File: src/design/afs_pkg.sv
// shared types and constants for the animation frame sequencer
`default_nettype none
package afs_pkg;

    localparam int CFG_IDX_W  = 3;
    localparam int CFG_DATA_W = 16;
    localparam int COUNT_W    = 11;
    localparam int REPEAT_W   = 16;
    localparam int STRIDE_W   = 14;
    localparam int DIM_W      = 12;
    localparam int MODE_W     = 2;
    localparam int INDEX_W    = 12;
    localparam int FRAME_W    = 10;
    localparam int OFFSET_W   = 35;
    localparam int PASS_W     = 16;
    localparam int BYTES_W    = 27;

    localparam logic [MODE_W-1:0] MODE_NEXT = 2'd0;
    localparam logic [MODE_W-1:0] MODE_PREV = 2'd1;
    localparam logic [MODE_W-1:0] MODE_SET  = 2'd2;

    localparam logic [CFG_IDX_W-1:0] REG_FRAMES_TOTAL = 3'd0;
    localparam logic [CFG_IDX_W-1:0] REG_LOOP_FIRST   = 3'd1;
    localparam logic [CFG_IDX_W-1:0] REG_LOOP_LAST    = 3'd2;
    localparam logic [CFG_IDX_W-1:0] REG_LOOP_REPEATS = 3'd3;
    localparam logic [CFG_IDX_W-1:0] REG_ROW_STRIDE   = 3'd4;
    localparam logic [CFG_IDX_W-1:0] REG_IMAGE_WIDTH  = 3'd5;
    localparam logic [CFG_IDX_W-1:0] REG_IMAGE_HEIGHT = 3'd6;
    localparam logic [CFG_IDX_W-1:0] REG_ALPHA_PLANE  = 3'd7;

    typedef enum logic [3:0] {
        ST_IDLE = 4'b0001,
        ST_MUL  = 4'b0010,
        ST_SUM  = 4'b0100,
        ST_PROD = 4'b1000
    } t_state;

    typedef struct packed {
        logic step;
        logic mul;
        logic sum;
        logic load;
    } t_cmd;

endpackage
`default_nettype wire

File: src/design/afs_ctrl.sv
// controller: sequences the step, the size multiplies and the output load
`default_nettype none
module afs_ctrl (
    input  wire         i_clk,
    input  wire         i_rst_n,
    input  wire         i_in_valid,
    output logic        o_in_ready,
    output logic        o_out_valid,
    input  wire         i_out_ready,
    output afs_pkg::t_cmd o_cmd
);
    import afs_pkg::*;

    t_state r_state, n_state;
    logic   r_out_valid, n_out_valid;
    logic   out_free;

    assign o_in_ready  = (r_state == ST_IDLE);
    assign o_out_valid = r_out_valid;
    assign out_free    = !r_out_valid || i_out_ready;

    always_comb begin
        o_cmd.step = i_in_valid && o_in_ready;
        o_cmd.mul  = (r_state == ST_MUL);
        o_cmd.sum  = (r_state == ST_SUM);
        o_cmd.load = (r_state == ST_PROD) && out_free;
    end

    always_comb begin
        n_state = r_state;
        case (r_state)
            ST_IDLE: if (i_in_valid) n_state = ST_MUL;
            ST_MUL:  n_state = ST_SUM;
            ST_SUM:  n_state = ST_PROD;
            ST_PROD: if (out_free) n_state = ST_IDLE;
            default: n_state = ST_IDLE;
        endcase
    end

    always_comb begin
        n_out_valid = r_out_valid;
        if (o_cmd.load) begin
            n_out_valid = 1'b1;
        end else if (i_out_ready) begin
            n_out_valid = 1'b0;
        end
    end

    always_ff @(posedge i_clk) begin
        if (!i_rst_n) begin
            r_state     <= ST_IDLE;
            r_out_valid <= 1'b0;
        end else begin
            r_state     <= n_state;
            r_out_valid <= n_out_valid;
        end
    end

endmodule
`default_nettype wire

File: src/design/afs_datapath.sv
// datapath: config registers, frame and pass counters, frame size and offset
`default_nettype none
module afs_datapath #(
    parameter int MAX_FRAMES = 1024
) (
    input  wire                           i_clk,
    input  wire                           i_rst_n,
    input  wire                           i_cfg_we,
    input  wire [afs_pkg::CFG_IDX_W-1:0]  i_cfg_idx,
    input  wire [afs_pkg::CFG_DATA_W-1:0] i_cfg_data,
    input  afs_pkg::t_cmd                 i_cmd,
    input  wire [afs_pkg::MODE_W-1:0]     i_mode,
    input  wire [afs_pkg::INDEX_W-1:0]    i_frame_index,
    output logic [afs_pkg::FRAME_W-1:0]   o_frame_now,
    output logic [afs_pkg::OFFSET_W-1:0]  o_frame_offset
);
    import afs_pkg::*;

    // the effective count is at most 2047; the counter stays below it unless the count shrinks
    localparam int CNT_MAX = (MAX_FRAMES < 2047) ? MAX_FRAMES : 2047;
    localparam int FW      = $clog2(CNT_MAX);
    localparam int PW      = BYTES_W + FW;

    logic [COUNT_W-1:0]  r_frames_total, r_loop_first, r_loop_last;
    logic [REPEAT_W-1:0] r_loop_repeats;
    logic [STRIDE_W-1:0] r_row_stride;
    logic [DIM_W-1:0]    r_image_width, r_image_height;
    logic                r_alpha_plane;

    logic [FW-1:0]       r_frame, n_frame;
    logic [PASS_W-1:0]   r_pass, n_pass;

    logic [STRIDE_W+DIM_W-1:0] r_main_bytes;
    logic [2*DIM_W-1:0]        r_alpha_bytes;
    logic [BYTES_W-1:0]        r_bytes;
    logic [PW-1:0]             prod;
    logic [FRAME_W-1:0]        r_frame_now;
    logic [OFFSET_W-1:0]       r_frame_offset;

    logic [COUNT_W-1:0] n_eff, lend, lstart;
    logic [COUNT_W:0]   f_next;
    logic               loop_hit;
    logic [INDEX_W-1:0] mag;

    // effective frame count and clamped loop bounds
    always_comb begin
        if (r_frames_total == '0) begin
            n_eff = COUNT_W'(1);
        end else if (32'(r_frames_total) > 32'(MAX_FRAMES)) begin
            n_eff = COUNT_W'(CNT_MAX);
        end else begin
            n_eff = r_frames_total;
        end
        lend   = (r_loop_last < n_eff) ? r_loop_last : n_eff;
        lstart = (r_loop_first < n_eff) ? r_loop_first : n_eff;
    end

    always_comb begin
        n_frame  = r_frame;
        n_pass   = r_pass;
        f_next   = (COUNT_W+1)'(r_frame) + (COUNT_W+1)'(1);
        loop_hit = (r_loop_repeats != '0) && (f_next == {1'b0, lend}) &&
                   ((signed'({1'b0, r_pass}) <
                     signed'({r_loop_repeats[REPEAT_W-1], r_loop_repeats}))
                    || r_loop_repeats[REPEAT_W-1]);
        mag      = i_frame_index[INDEX_W-1] ? (INDEX_W'(0) - i_frame_index) : i_frame_index;
        if (i_cmd.step) begin
            case (i_mode)
                MODE_NEXT: begin
                    if (loop_hit) begin
                        f_next = {1'b0, lstart};
                        if (r_pass != '1) n_pass = r_pass + PASS_W'(1);
                    end
                    if (f_next >= {1'b0, n_eff}) begin
                        n_pass  = PASS_W'(1);
                        n_frame = '0;
                    end else begin
                        n_frame = FW'(f_next);
                    end
                end
                MODE_PREV: begin
                    if (r_frame == '0) n_frame = FW'(n_eff - COUNT_W'(1));
                    else               n_frame = r_frame - FW'(1);
                end
                MODE_SET: begin
                    if (mag < {1'b0, n_eff}) begin
                        if (i_frame_index[INDEX_W-1]) begin
                            n_frame = FW'({1'b0, n_eff} - mag);
                        end else begin
                            n_frame = FW'(mag);
                        end
                    end
                end
                default: n_frame = r_frame;
            endcase
        end
        // loop register writes restart the pass count
        if (i_cfg_we && (i_cfg_idx == REG_LOOP_FIRST || i_cfg_idx == REG_LOOP_LAST ||
                         i_cfg_idx == REG_LOOP_REPEATS)) begin
            n_pass = PASS_W'(1);
        end
    end

    always_ff @(posedge i_clk) begin
        if (!i_rst_n) begin
            r_frames_total <= COUNT_W'(1);
            r_loop_first   <= '0;
            r_loop_last    <= COUNT_W'(1);
            r_loop_repeats <= '0;
            r_row_stride   <= STRIDE_W'(1);
            r_image_width  <= DIM_W'(1);
            r_image_height <= DIM_W'(1);
            r_alpha_plane  <= 1'b0;
            r_frame        <= '0;
            r_pass         <= PASS_W'(1);
        end else begin
            r_frame <= n_frame;
            r_pass  <= n_pass;
            if (i_cfg_we) begin
                case (i_cfg_idx)
                    REG_FRAMES_TOTAL: r_frames_total <= i_cfg_data[COUNT_W-1:0];
                    REG_LOOP_FIRST:   r_loop_first   <= i_cfg_data[COUNT_W-1:0];
                    REG_LOOP_LAST:    r_loop_last    <= i_cfg_data[COUNT_W-1:0];
                    REG_LOOP_REPEATS: r_loop_repeats <= i_cfg_data[REPEAT_W-1:0];
                    REG_ROW_STRIDE:   r_row_stride   <= i_cfg_data[STRIDE_W-1:0];
                    REG_IMAGE_WIDTH:  r_image_width  <= i_cfg_data[DIM_W-1:0];
                    REG_IMAGE_HEIGHT: r_image_height <= i_cfg_data[DIM_W-1:0];
                    REG_ALPHA_PLANE:  r_alpha_plane  <= i_cfg_data[0];
                    default:          r_alpha_plane  <= r_alpha_plane;
                endcase
            end
        end
    end

    assign prod = PW'(r_bytes) * PW'(r_frame);

    // frame size in two steps, then one multiply by the frame number
    always_ff @(posedge i_clk) begin
        if (i_cmd.mul) begin
            r_main_bytes  <= (STRIDE_W+DIM_W)'(r_row_stride) *
                             (STRIDE_W+DIM_W)'(r_image_height);
            r_alpha_bytes <= (2*DIM_W)'(r_image_width) * (2*DIM_W)'(r_image_height);
        end
        if (i_cmd.sum) begin
            r_bytes <= BYTES_W'(r_main_bytes) +
                       (r_alpha_plane ? BYTES_W'(r_alpha_bytes) : BYTES_W'(0));
        end
        if (i_cmd.load) begin
            r_frame_now    <= FRAME_W'(r_frame);
            r_frame_offset <= OFFSET_W'(prod);
        end
    end

    assign o_frame_now    = r_frame_now;
    assign o_frame_offset = r_frame_offset;

endmodule
`default_nettype wire

File: src/design/animation_frame_sequencer_core.sv
// Animation frame sequencer: steps the current frame and reports its byte offset.
// Input channel (i_in_valid / o_in_ready) carries one command beat: i_mode selects
// next, previous or set, and i_frame_index is the signed target for set.
// Output channel (o_out_valid / i_out_ready) returns one beat per command with the
// new frame number and its offset, frame size times frame number.
// The frame counter updates on the accepting edge; the frame size is computed in
// a multiply state and then an add state, and the offset multiply lands in the
// output register from the product state once that register is free.
// One command is in flight at a time; a new one is taken only after the last has
// left the three-step multiply sequence.
// If the receiver stalls, the result waits in the output register and the next
// command may still be accepted; that command then waits before its offset
// multiply until the register is free.
// Configuration writes (i_cfg_we, i_cfg_idx, i_cfg_data) take effect on the edge
// and belong in idle periods. Reset loads the register defaults, frame 0 and
// pass count 1, and empties the output.
`default_nettype none
module animation_frame_sequencer_core #(
    parameter int MAX_FRAMES = 1024
) (
    input  wire                           i_clk,
    input  wire                           i_rst_n,
    input  wire                           i_cfg_we,
    input  wire [afs_pkg::CFG_IDX_W-1:0]  i_cfg_idx,
    input  wire [afs_pkg::CFG_DATA_W-1:0] i_cfg_data,
    input  wire                           i_in_valid,
    output logic                          o_in_ready,
    input  wire [afs_pkg::MODE_W-1:0]     i_mode,
    input  wire [afs_pkg::INDEX_W-1:0]    i_frame_index,
    output logic                          o_out_valid,
    input  wire                           i_out_ready,
    output logic [afs_pkg::FRAME_W-1:0]   o_frame_now,
    output logic [afs_pkg::OFFSET_W-1:0]  o_frame_offset
);
    import afs_pkg::*;

    t_cmd cmd;

    afs_ctrl u_ctrl (
        .i_clk       (i_clk),
        .i_rst_n     (i_rst_n),
        .i_in_valid  (i_in_valid),
        .o_in_ready  (o_in_ready),
        .o_out_valid (o_out_valid),
        .i_out_ready (i_out_ready),
        .o_cmd       (cmd)
    );

    afs_datapath #(
        .MAX_FRAMES (MAX_FRAMES)
    ) u_datapath (
        .i_clk          (i_clk),
        .i_rst_n        (i_rst_n),
        .i_cfg_we       (i_cfg_we),
        .i_cfg_idx      (i_cfg_idx),
        .i_cfg_data     (i_cfg_data),
        .i_cmd          (cmd),
        .i_mode         (i_mode),
        .i_frame_index  (i_frame_index),
        .o_frame_now    (o_frame_now),
        .o_frame_offset (o_frame_offset)
    );

endmodule
`default_nettype wire

File: config.mk
export PLATFORM = sky130hd
export DESIGN_NAME = animation_frame_sequencer_core
export DESIGN_NICKNAME = d
export VERILOG_FILES = /design/src/design/afs_pkg.sv /design/src/design/afs_ctrl.sv /design/src/design/afs_datapath.sv /design/src/design/animation_frame_sequencer_core.sv
export SDC_FILE = /design/constraint.sdc
export NUM_CORES = 2
export LEC_CHECK = 0
export BUFFER_PORTS_ARGS = -buffer_cell sky130_fd_sc_hd__buf_2
export CORE_MARGIN = 5
export CORE_UTILIZATION = 50
export CTS_CLUSTER_SIZE = 20
export DETAILED_ROUTE_END_ITERATION = 16
export MAX_ROUTING_LAYER = met4
export PLACE_DENSITY = 0.69
export SYNTH_ARGS = -nofsm -noshare
export SYNTH_HDL_FRONTEND = slang
export SYNTH_HIERARCHICAL = 1
export SYNTH_SLANG_ARGS = --single-unit
File: constraint.sdc
create_clock -name i_clk -period 6.05 [get_ports i_clk]
set_input_delay 0.605 -clock i_clk [delete_from_list [all_inputs] [get_ports i_clk]]
set_output_delay 0.605 -clock i_clk [all_outputs]
set_load 0.01 [all_outputs]
==> out/metrics.cfg <==
[clock_network]
clk_pin_slew_ns=0.06
numCtsBuffers=31
cts_tree=done
root_buffer=clkbuf_16
cts_buffer_depth=3
cts_hold_buf=0
h-tree-depth=1
insertion_delay_ns=0.63
clock-sinks=241

[floorplan]
coreArea_sq_um=60400
io_pins=85
rows=90
die_y_microns=257
dieArea_sq_um=66100
initial_core_util_pct=50.6
die_x_microns=257

[worst_setup_path]
cp_cell_sequence=or4_4, o41ai_2, nand2_1, ha_1, nand4_1, or3_4, o2111ai_2, nor2_1, buf_4, o211ai_1, nand3_1, nor4_4, mux2_2, ha_1, a21o_1, a21o_1, a211oi_2, o21a_1, o21ai_4, nand2_2, buf_4, o2bb2ai_1, a31oi_1, a41o_1
worstPathMaxFanout=5
crit_family=compound AO/OA/AOI/OAI gates
setup.worst_path.start_class=flip-flop
r2r_start=u_datapath/r_frames_total[4]
crit_buf_inv=2
cp_data_required_time_ns=6.57
crit_slowest_cell=or4_4
reg2reg_slack_ns=0.20
r2r_cells=24
r2r_end=u_datapath/r_pass[7]
cp.arrival_ns=6.37
cpPeakStageDelay_ns=0.56
crit_type=flip-flop to flip-flop
endpoint_kind=flip-flop

[cells_and_area]
fin_util_pct=56.1
register_area_sq_um=6060
layout-drive-gt1-share_pct=10.6
fin_area_sq_um=33900
multi_input_area_sq_um=22100
fillers=5358
nNetsFinal=4272
syn_to_final_growth_pct=11.0

[power_and_ir_drop]
leakage_uw=0.0160
p_per_area_nw_per_um2=190
pwr-share-seq_pct=29.2
power_uw=6440
pwr-share-clk_pct=30.7
p_sw_share_pct=36.1
internal-power_uw=4110
p_sw_uw=2330
comb_power_share_pct=40.1
max-vdd-ir-drop_mv=0.230

[timing]
clock_skew_ns=0.0592
max_slew_margin_pct=23.2
setup_viol=0
drv_slew=0
finalWorstSetupSlack_ns=0.195
hold_violations=0
period_needed_ns=5.85
tightest_slew_ns=1.14
rsz0062_at_grt=true
fmax_ghz=0.171
timing.final.crit_share_pct=96.8
hold_ws_ns=0.218

[routing]
wire_per_inst_microns=17.5
wl_microns=76100
first_pass_iters=5
viasPerCell=5.46
drt_iter0_markers=1832
drc=0
num_vias=23683
ant_nets=0

[synthesis]
synth.top_cells.by_count=629 x nand2_1, 485 x inv_1, 419 x fa_1
syn_area_per_cell_sq_um=8.96
synthArstFlopShare_pct=0
ys_ff_latch=241
synthTopCellsByArea=fa_1 27%, edfxtp_1 12%, ha_1 12%
yosysMostFrequentCell=nand2_1
synth_area_leader_cell=fa_1
synthCells=3407
synth-main-ff-cell=edfxtp_1
netlist.area_leader.share_pct=27.5
ys_types=87
netlist_area_sq_um=30500
ys_warn_count=6
synthesis.nets=4151
synth_edf_count=122
synth.yosys.seq_area_share_pct=19.8

[global_route]
overflow=0
track_usage_pct=23.3
grt_pass1_wl_microns=124000
grt_max_degree=65
grt_pass1_vias=23497
grt_antenna_before_repair=4

[place]
dp_hpwl_microns=60200
numPortBuffers=84
dp_slack_ns=-0.114
placed_cell_area_sq_um=32500
gp_congestion=0.970

[flow_run]
cap_violations=0

[hold_path]
timing.hold.worst_endpoint=u_datapath/r_loop_repeats[14]
min-delay-start=i_cfg_data[14]
min_path_cells=3
hold_class=input port to flip-flop

[outcome]
status=finished clean

## what timing repair did
action / 4_1_cts / 5_1_grt
buffers inserted: 0 / 26
gates resized for setup: 2 / 31
endpoints found under the setup margin: 13 / 38
endpoints found under the hold margin: 0 / 0
pin swaps: 0 / 7
## worst max path at each step
stage / startpoint / to / slack (ns) / cells past startpoint
3_5_place_dp: u_datapath/r_frames_total[4] / u_datapath/r_pass[15] / -0.11 / 22
5_1_grt: u_datapath/r_frames_total[4] / u_datapath/r_pass[9] / -0.13 / 26
6_report: u_datapath/r_frames_total[4] / u_datapath/r_pass[7] / 0.20 / 24
2_1_floorplan: u_datapath/r_frame[2] / u_datapath/o_frame_offset[33] / 0.008 / 23
4_1_cts: u_datapath/r_frame[5] / u_datapath/o_frame_offset[34] / 0.04 / 18
3_3_place_gp: u_datapath/r_frames_total[4] / u_datapath/r_pass[8] / -0.05 / 22
## area by class of cell
class                           count  area share [%]
Clock inverter                     18           0.646
Tap cell                          782            2.89
Inverter                          488            5.41
Antenna cell                        3          0.0222
Multi-Input combinational cell   2510            65.3
Sequential cell                   241            17.9
Timing Repair Buffer              256            5.28
Clock buffer                       40            2.60
## power by group through the flow
stage               Sequential (uW)  Clock (uW)  Combinational (uW)
CTS                            1880        2010                2540
finish                         1880        1980                2590
global placement               1910           0                2460
global route                   1880        2090                2950
detailed placement             1910           0                2530
floorplan                      1880           0                1940
## flip-flops by register name (all words and copies together), names as in the netlist, 12 cells and up
signal / cells
u_datapath/r_image_height: 12
u_datapath/o_frame_offset: 35
u_datapath/r_alpha_bytes: 24
u_datapath/r_image_width: 12
u_datapath/r_row_stride: 14
u_datapath/r_main_bytes: 26
u_datapath/r_bytes: 27
u_datapath/r_loop_repeats: 16
u_datapath/r_pass: 16
## cells by family (layout without fill, tap and decap cells)
| logic type | after synthesis | in the layout | synth area share [%] |
|---|---|---|---|
| mux | 26 | 26 | 0.869 |
| other cells | 0 | 3 | 0 |
| fa+ha+maj | 706 | 706 | 39.2 |
| compound gates | 463 | 463 | 9.83 |
| flops | 241 | 241 | 19.8 |
| simple gates | 1184 | 1184 | 18.3 |
| buf+inv | 656 | 802 | 8.15 |
| xor+xnor | 131 | 131 | 3.76 |
## metrics by stage
| step | instances | TNS [ns] |
|---|---|---|
| after CTS | 4309 | 0 |
| after global placement | 4251 | -0.268 |
| after global routing | 4337 | -1.13 |
| after detailed placement | 4251 | -0.714 |
| final | 4338 | 0 |
| after floorplan | 3407 | 0 |
## per-layer routing
metal / track usage (%) / up-vias / part of all wire [%]
met5: - / - / 0
met2: 37.4 / 748 / 48
met1: 32.1 / 11611 / 43
met3: 2.89 / 131 / 6.6
li1: - / 11193 / -
met4: 5.47 / 0 / 2.3
## tightest hold or removal path, cell delays in order
cell and delay (ns):
buf_2 0.10, nand2_1 0.05, a21oi_1 0.05
## cell usage in the layout (no fill, tap or decap), drive strengths merged, types with 18 or more instances in the layout
master / instances
nor3: 33
and2: 243
ha: 287
nor2: 105
a21o: 39
nand2b: 22
nor2b: 23
xnor2: 96
edfxtp: 122
mux2i: 25
or3: 18
and3: 19
o21a: 32
fa: 419
nand2: 630
a211oi: 20
a21oi: 173
o21ai: 72
dfxtp: 119
inv: 495
xor2: 35
nand3: 37
buf: 256
clkbuf: 40
Note: power is estimated with default switching activity, not from simulation.
